$ cat src/hdl/rvmt_pkg.sv
// ----------------------------------------------------------------------------
// rvmt_pkg
// Shared types and constants for the row-vector by 4x4 matrix transform.
// ----------------------------------------------------------------------------
package rvmt_pkg;

  localparam int VEC_LEN       = 4;
  localparam int ELEM_W        = 32;
  localparam int PROD_W        = 2 * ELEM_W;
  localparam int SUM_W         = PROD_W + $clog2(VEC_LEN);
  localparam int NUM_REGS      = 8;
  localparam int CFG_W         = 64;
  localparam int CFG_IDX_W     = 4;
  localparam int REG_IDX_W     = $clog2(NUM_REGS);
  localparam int FRAC_BITS_DEF = 16;

  localparam logic [ELEM_W-1:0] ELEM_MAX = {1'b0, {(ELEM_W-1){1'b1}}};
  localparam logic [ELEM_W-1:0] ELEM_MIN = {1'b1, {(ELEM_W-1){1'b0}}};

  typedef logic signed [ELEM_W-1:0] elem_t;
  typedef elem_t [VEC_LEN-1:0] vec_t;

  typedef struct packed {
    logic signed [ELEM_W-1:0] in_x;
    logic signed [ELEM_W-1:0] in_y;
    logic signed [ELEM_W-1:0] in_z;
    logic signed [ELEM_W-1:0] in_w;
  } in_t;

  typedef struct packed {
    logic signed [ELEM_W-1:0] out_x;
    logic signed [ELEM_W-1:0] out_y;
    logic signed [ELEM_W-1:0] out_z;
    logic signed [ELEM_W-1:0] out_w;
    logic                     saturated;
  } out_t;

  // load enables for the three lane stages
  typedef struct packed {
    logic en1;
    logic en2;
    logic en3;
  } lane_ctl_t;

  typedef struct packed {
    logic [ELEM_W-1:0] value;
    logic              sat;
  } lane_res_t;

endpackage

$ cat src/hdl/rvmt_merge.sv
// ----------------------------------------------------------------------------
// rvmt_merge
// Gathers the four lane results into one output transaction and holds it.
// ----------------------------------------------------------------------------
module rvmt_merge (
  input  logic                clk,
  input  logic                rst,
  input  logic                res_valid,
  input  rvmt_pkg::lane_res_t res [rvmt_pkg::VEC_LEN],
  output logic                ready,
  output logic                out_valid,
  input  logic                out_stall,
  output rvmt_pkg::out_t      out_data
);
  import rvmt_pkg::*;

  logic any_sat;

  assign ready = !out_valid || !out_stall;

  always_comb begin
    any_sat = 1'b0;
    for (int c = 0; c < VEC_LEN; c++) begin
      any_sat = any_sat | res[c].sat;
    end
  end

  always_ff @(posedge clk) begin
    if (rst) begin
      out_valid <= 1'b0;
    end else if (ready) begin
      out_valid <= res_valid;
    end
  end

  always_ff @(posedge clk) begin
    if (ready && res_valid) begin
      out_data.out_x     <= res[0].value;
      out_data.out_y     <= res[1].value;
      out_data.out_z     <= res[2].value;
      out_data.out_w     <= res[3].value;
      out_data.saturated <= any_sat;
    end
  end

endmodule

$ cat config.mk
export PLATFORM = sky130hd
export DESIGN_NAME = rvmt_merge
export DESIGN_NICKNAME = d
export VERILOG_FILES = /design/src/hdl/rvmt_pkg.sv /design/src/hdl/rvmt_merge.sv
export SDC_FILE = /design/constraint.sdc
export NUM_CORES = 1
export LEC_CHECK = 0
export ABC_AREA = 1
export ABC_CLOCK_PERIOD_IN_PS = 9800
export BUFFER_PORTS_ARGS = -buffer_cell sky130_fd_sc_hd__buf_2
export CORE_ASPECT_RATIO = 0.6
export CORE_UTILIZATION = 41
export CTS_CLUSTER_DIAMETER = 50
export DETAILED_ROUTE_END_ITERATION = 12
export MAX_ROUTING_LAYER = met4
export PLACE_DENSITY = 0.77
export SYNTH_ARGS = -nofsm -noshare
export SYNTH_HDL_FRONTEND = slang
export SYNTH_SLANG_ARGS = --single-unit
$ cat constraint.sdc
create_clock -name clk -period 9.8 [get_ports clk]
set_input_delay 0.49 -clock clk [delete_from_list [all_inputs] [get_ports clk]]
set_output_delay 0.49 -clock clk [all_outputs]
set_load 0.05 [all_outputs]
### Word-level counts from Yosys, hierarchy flattened

Index checks and enable logic that the tools add are counted.

| storage, ports and cells | value |
|---|---|
| register bits | 130 |
| bits in latches | 0 |
| RAM bits | 0 |
| memory bits (read-only) | 0 |
| input bits | 136 |
| output and inout bits | 131 |
| logic and storage cells | 13 |
| memories kept | 0 |

| cells by class | value |
|---|---|
| add/subtract/negate cells | 0 |
| multiply operators | 0 |
| divide/modulo/power cells | 0 |
| $lt $le $gt $ge | 0 |
| equal/unequal tests | 0 |
| shifts and indexed selects | 0 |
| multiplexer cells | 0 |
| bitwise logic cells | 3 |
| reductions and logical operators | 4 |

Operators with widths:

| operator | number |
|---|---|
| 1-bit OR | 3 |
| 1-bit logical NOT | 2 |
| 1-bit logical AND | 1 |
| 1-bit logical OR | 1 |

### Longest topological paths before layout

Gate-level depths: netlist (run 1).

| logic depth | value |
|---|---|
| depth in word-level cells | 3 |
| mapped depth | 2 |
| gate-level depth less buffers | 2 |

### Worst setup path after synthesis (run 1)

OpenSTA, ideal clock, no wires.

| timing path | value |
|---|---|
| path type | input port to flip-flop |
| from | input port res_valid |
| to | register out_data[0] (netlist name) (enable) |
| setup time | 0.659 ns |
| arrival | 6.761 ns |
| required time | 9.141 ns |
| slack | 2.379 ns |
| stages on the path | 2 |
| path buffers | 0 |
| path through | inv_1 > a21oi_1 |

| on the way | value |
|---|---|
| cells in the longest elaborated chain, start to end | 1 |

Ends and longest elaborated chain:

| what | RTL line | RTL |
|---|---|---|
| from (decl) | rvmt_merge.sv:8 | `input logic res_valid,` |
| 1-bit logical AND | rvmt_merge.sv:37 | `if (ready && res_valid) begin` |
| to (decl) | rvmt_merge.sv:13 | `output rvmt_pkg::out_t out_data` |

No other way between the ends.
A chain may end at the register's enable or synchronous reset.

### Final worst setup path (run 1)

| timing path | value |
|---|---|
| from | register out_valid |
| to | register out_data[107] (netlist name) (enable) |

| on the way | value |
|---|---|
| cells in the longest elaborated chain, start to end | 3 |

Ends and longest elaborated chain:

| what | RTL line | RTL |
|---|---|---|
| from (decl) | rvmt_merge.sv:11 | `output logic out_valid,` |
| from (signal assigned) | rvmt_merge.sv:32 | `out_valid <= res_valid;` |
| 1-bit logical NOT | rvmt_merge.sv:19 | `assign ready = !out_valid \|\| !out_stall;` |
| 1-bit logical OR | rvmt_merge.sv:19 |  |
| 1-bit logical AND | rvmt_merge.sv:37 |  |

No other way between the ends.

==> impl_metrics.json, run 1 <==
{
  "port_buffers": 266,
  "p_leak_nw": 2.609,
  "critical_path_class": "flip-flop to flip-flop",
  "ant_nets": 0,
  "num_rows": 27,
  "start_util": 0.4260,
  "hold_depth": 2,
  "timing.fmax_mhz": 437.6,
  "power_density_nw_per_um2": 243.6,
  "clockBufferDepth": 2,
  "finalPower_mw": 1.474,
  "period_share": 0.2332,
  "path_common_cell": "buf_4",
  "drv_slew": 0,
  "period_needed_ns": 2.285,
  "grt_start_max_net_pins": 72,
  "setup_violations": 0,
  "cts-resized-gates": 0,
  "worstPathMaxFanout": 71,
  "skew_ns": 0.005383,
  "antenna_found_initial": 0,
  "synth_top_cell_area_share": 0.9860,
  "drt_wl_total_um": 8842,
  "cts.sinks": 130,
  "syn_area_um2": 3929,
  "layout_common_cells": "buf_2 (266), edfxtp_1 (129), clkbuf_16 (17)",
  "utilization": 0.6559,
  "hold_class": "input port to flip-flop",
  "synthCells": 137,
  "ys_seq_elements": 130,
  "reg2reg_depth": 3,
  "grt_setup_unrepaired": "no",
  "root_buffer": "clkbuf_16",
  "drt_iter0_markers": 134,
  "drive_above_1_share": 0.6796,
  "yosysWarnings": 0,
  "htree_levels": 4,
  "die-area_um2": 9991,
  "tns_ns": 0,
  "tightest_slew_ns": 0.8484,
  "required_ns": 9.82,
  "grt_pass1_wl_um": 12370,
  "grt_util_all_layers": 0.1825,
  "yosysSeqAreaShare": 0.9911,
  "synthTopCellsByArea": "edfxtp_1 (99%), dfxtp_1 (0.51%), a21oi_2 (0.22%)",
  "fp.dieH_um": 77.83,
  "drc_errors": 0,
  "worst-path-stages": 3,
  "clk_latency_ns": 0.40,
  "relSlewSlack": 0.4344,
  "start_kind": "flip-flop",
  "slowest_delay_ns": 0.79,
  "arrival_ns": 2.31,
  "routabilityCongestion": 0.7486,
  "final_common_cell": "buf_2",
  "cts_tree": "done",
  "core_um2": 9223,
  "cts.clk_slew.worst_paths_ns": 0.05,
  "synth_cell_types": 8,
  "vdd_drop_max_mv": 0.2000,
  "cp_top_family": "buffers and inverters",
  "synth_top_area_cell": "edfxtp_1",
  "postCtsSetupBuffers": 0,
  "wl_per_cell_um": 15.59,
  "viasPerCell": 4.309,
  "syn-num-nets": 273,
  "grt.overflow.total": 0,
  "detailroute.via_count": 2443,
  "avgSynthCellArea_um2": 28.68,
  "critical_path.slowest_cell": "buf_4",
  "diodes": 0,
  "cp-end-kind": "flip-flop",
  "nets": 560,
  "io_pins": 267,
  "path_buf_inv": 2,
  "cap_violations": 0,
  "path_cells": "a21oi_4 > buf_4 > buf_4",
  "hold_violations": 0,
  "status": "complete, no violations",
  "fin_hold_ws_ns": 0.2475,
  "hold_buffers": 0,
  "die_w_um": 128.4,
  "numCtsBuffers": 17,
  "dp_hpwl_um": 6538,
  "area_delta_synth_final_pct": 53.98,
  "drt_first_pass_iters": 6,
  "grt_pass1_vias": 2473
}
[final cells by class]
cell class	count	area [µm²]
Fill cell	673	3173
Clock inverter	12	163.9
Multi-Input combinational cell	6	42.54
Tap cell	130	162.7
Timing Repair Buffer	268	1346
Clock buffer	20	436.7
Sequential cell	130	3894
Inverter	1	3.754
[metrics by stage]
stage                     setup slack, ns  cell area [µm²]  std cells
final                               7.515             6050        567
after global placement              7.269             5449        535
after global routing                7.386             6050        567
after detailed placement            7.218             5449        535
after CTS                           7.499             6050        567
after floorplan                     2.379             3929        137
[cells by family after synthesis]
family,count (synthesis),share of synthesized area
buf+inv,1,0.0009545
simple gates,4,0.004459
compound gates,2,0.003502
flops,130,0.9911
[worst register-to-register path, stage by stage, from the launching register on]
cell and delay [ns]:
dfxtp_1 0.35, a21oi_4 0.14, buf_4 0.59, buf_4 0.80
[layer usage]
metal / track usage / routed length [µm]
met5: - / 0
met4: 0.08235 / 142
met3: 0.09241 / 890
met2: 0.3168 / 4849
met1: 0.1670 / 2959
[cell usage after synthesis, drive strengths merged]
cell type,n
a21oi,2
dfxtp,1
inv,1
edfxtp,129
nand2,2
nor2,2
[final timing paths]
| path | slack [ns] | startpoint | endpoint |
|---|---|---|---|
| hold reg to reg | 0.54 | out_valid | out_valid |
| setup / recovery | 7.51 | out_valid | out_data[107] |
| setup reg to reg | 7.51 | out_valid | out_data[107] |
| hold / removal | 0.25 | rst | out_valid |
[state kept, by name, summed over array words and instances (netlist names)]
name	cells
out_data	129
out_valid	1
[power by group]
| group | total [mW] | internal, mW | switching (mW) |
|---|---|---|---|
| combinational | 0.182 | 0.0399 | 0.142 |
| clock | 0.632 | 0.421 | 0.210 |
| sequential | 0.659 | 0.652 | 0.00787 |
No activity file was read; power rests on OpenSTA's default activity.
==> inputs of run 2 (changes only) <==
--- a/config.mk
+++ b/config.mk
@@ -6,14 +6,14 @@
 export NUM_CORES = 1
 export LEC_CHECK = 0
 export ABC_AREA = 1
-export ABC_CLOCK_PERIOD_IN_PS = 9800
+export ABC_CLOCK_PERIOD_IN_PS = 1900
 export BUFFER_PORTS_ARGS = -buffer_cell sky130_fd_sc_hd__buf_2
 export CORE_ASPECT_RATIO = 0.6
-export CORE_UTILIZATION = 41
+export CORE_UTILIZATION = 37
 export CTS_CLUSTER_DIAMETER = 50
 export DETAILED_ROUTE_END_ITERATION = 12
 export MAX_ROUTING_LAYER = met4
-export PLACE_DENSITY = 0.77
+export PLACE_DENSITY = 0.73
 export SYNTH_ARGS = -nofsm -noshare
 export SYNTH_HDL_FRONTEND = slang
 export SYNTH_SLANG_ARGS = --single-unit
==> constraint.sdc (replaced) <==
create_clock -name clk -period 1.9 [get_ports clk]
set_input_delay 0.095 -clock clk [delete_from_list [all_inputs] [get_ports clk]]
set_output_delay 0.095 -clock clk [all_outputs]
set_load 0.05 [all_outputs]
==> impl_metrics.json, run 2 <==
{
  "synth_top_cell_area_share": 0.9860,
  "fp.dieH_um": 81.82,
  "start_util": 0.3894,
  "clockBufferDepth": 2,
  "dp_cells": 540,
  "numCtsBuffers": 17,
  "cts-resized-gates": 0,
  "dp_hpwl_um": 6654,
  "synth-edff-count": 129,
  "synth_ff_type": "edfxtp_1",
  "status": "did not finish",
  "synth_top_cells_by_count": "edfxtp_1 (129), nor2_1 (2)",
  "stop_stage": "clock tree synthesis",
  "num_rows": 28,
  "hold_buffers": 115,
  "syn-num-nets": 273,
  "synth_top_area_cell": "edfxtp_1",
  "die_w_um": 135.0,
  "synthTopCellsByArea": "edfxtp_1 (99%), dfxtp_1 (0.51%), a21oi_2 (0.22%)",
  "port_buffers": 266,
  "synthMostInstantiatedCell": "edfxtp_1",
  "syn_area_um2": 3929,
  "error": "[ERROR RSZ-0060] Max buffer count reached.",
  "yosysWarnings": 0,
  "cts.sinks": 130,
  "yosysSeqAreaShare": 0.9911,
  "synthCells": 137,
  "io_pins": 267,
  "synth_cell_types": 8,
  "async_flop_share": 0,
  "htree_levels": 4,
  "avgSynthCellArea_um2": 28.68,
  "ys_seq_elements": 130,
  "place_ws_ns": 0.6373,
  "root_buffer": "clkbuf_16",
  "postCtsSetupBuffers": 0,
  "routabilityCongestion": 0.7836
}
==> run 2: logic make-up after synthesis <==
| family | share of synthesized area |
|---|---|
| buffers and inverters | 0.0009545 |
| and+or+nand+nor | 0.004459 |
| DFF | 0.9911 |
| AOI/OAI and AO/OA | 0.003502 |
==> run 2: through the flow <==
| stage | hold WS, ns | setup TNS, ns | cell area (µm²) |
|---|---|---|---|
| 3_3_place_gp | 0.2482 | 0 | 5484 |
| 3_5_place_dp | 0.2569 | 0 | 5484 |
| 2_1_floorplan | 0.1483 | -140.47 | 3944 |
==> inputs of run 3 (changes only) <==
==> config.mk (replaced) <==
export PLATFORM = sky130hd
export DESIGN_NAME = rvmt_merge
export DESIGN_NICKNAME = d
export VERILOG_FILES = /design/src/hdl/rvmt_pkg.sv /design/src/hdl/rvmt_merge.sv
export SDC_FILE = /design/constraint.sdc
export NUM_CORES = 1
export LEC_CHECK = 0
export ABC_AREA = 1
export ABC_CLOCK_PERIOD_IN_PS = 2470
export BUFFER_PORTS_ARGS = -buffer_cell sky130_fd_sc_hd__buf_2
export CORE_UTILIZATION = 35
export DETAILED_ROUTE_END_ITERATION = 12
export PLACE_DENSITY_LB_ADDON = 0.15
export SYNTH_ARGS = -nofsm -noshare
export SYNTH_HDL_FRONTEND = slang
export SYNTH_SLANG_ARGS = --single-unit
==> constraint.sdc (replaced) <==
create_clock -name clk -period 2.47 [get_ports clk]
set_input_delay 0.1235 -clock clk [delete_from_list [all_inputs] [get_ports clk]]
set_output_delay 0.1235 -clock clk [all_outputs]
set_load 0.05 [all_outputs]
==> impl_metrics.json, run 3 <==
{
  "dp_cells": 546,
  "cts.sinks": 130,
  "synth-edff-count": 129,
  "syn-num-nets": 273,
  "async_flop_share": 0,
  "place_ws_ns": 0.9686,
  "synthTopCellsByArea": "edfxtp_1 (99%), dfxtp_1 (0.51%), a21oi_2 (0.22%)",
  "synth_top_area_cell": "edfxtp_1",
  "root_buffer": "clkbuf_8",
  "synthCells": 137,
  "status": "did not finish",
  "synth_ff_type": "edfxtp_1",
  "clockBufferDepth": 2,
  "synth_top_cells_by_count": "edfxtp_1 (129), nor2_1 (2)",
  "cts-resized-gates": 0,
  "dp_hpwl_um": 6897,
  "num_rows": 38,
  "io_pins": 267,
  "stop_stage": "clock tree synthesis",
  "fp.dieH_um": 108.0,
  "ys_seq_elements": 130,
  "routabilityCongestion": 0.7412,
  "placed_cell_area_um2": 5473,
  "htree_levels": 4,
  "die_w_um": 108.0,
  "hold_buffers": 116,
  "synth_cell_types": 8,
  "synthMostInstantiatedCell": "edfxtp_1",
  "port_buffers": 266,
  "avgSynthCellArea_um2": 28.68,
  "syn_area_um2": 3929,
  "synth_top_cell_area_share": 0.9860,
  "postCtsSetupBuffers": 0,
  "error": "[ERROR RSZ-0060] Max buffer count reached.",
  "yosysWarnings": 0,
  "start_util": 0.3608,
  "yosysSeqAreaShare": 0.9911,
  "numCtsBuffers": 17
}
==> run 3: cell families after synthesis <==
group | share of synthesized area
AOI/OAI and AO/OA | 0.003502
buffers and inverters | 0.0009545
DFF | 0.9911
and+or+nand+nor | 0.004459
==> run 3: per-stage QoR <==
step	setup TNS [ns]	hold slack, ns
after detailed placement	0	0.2815
after floorplan	-66.94	0.1768
after global placement	0	0.2784
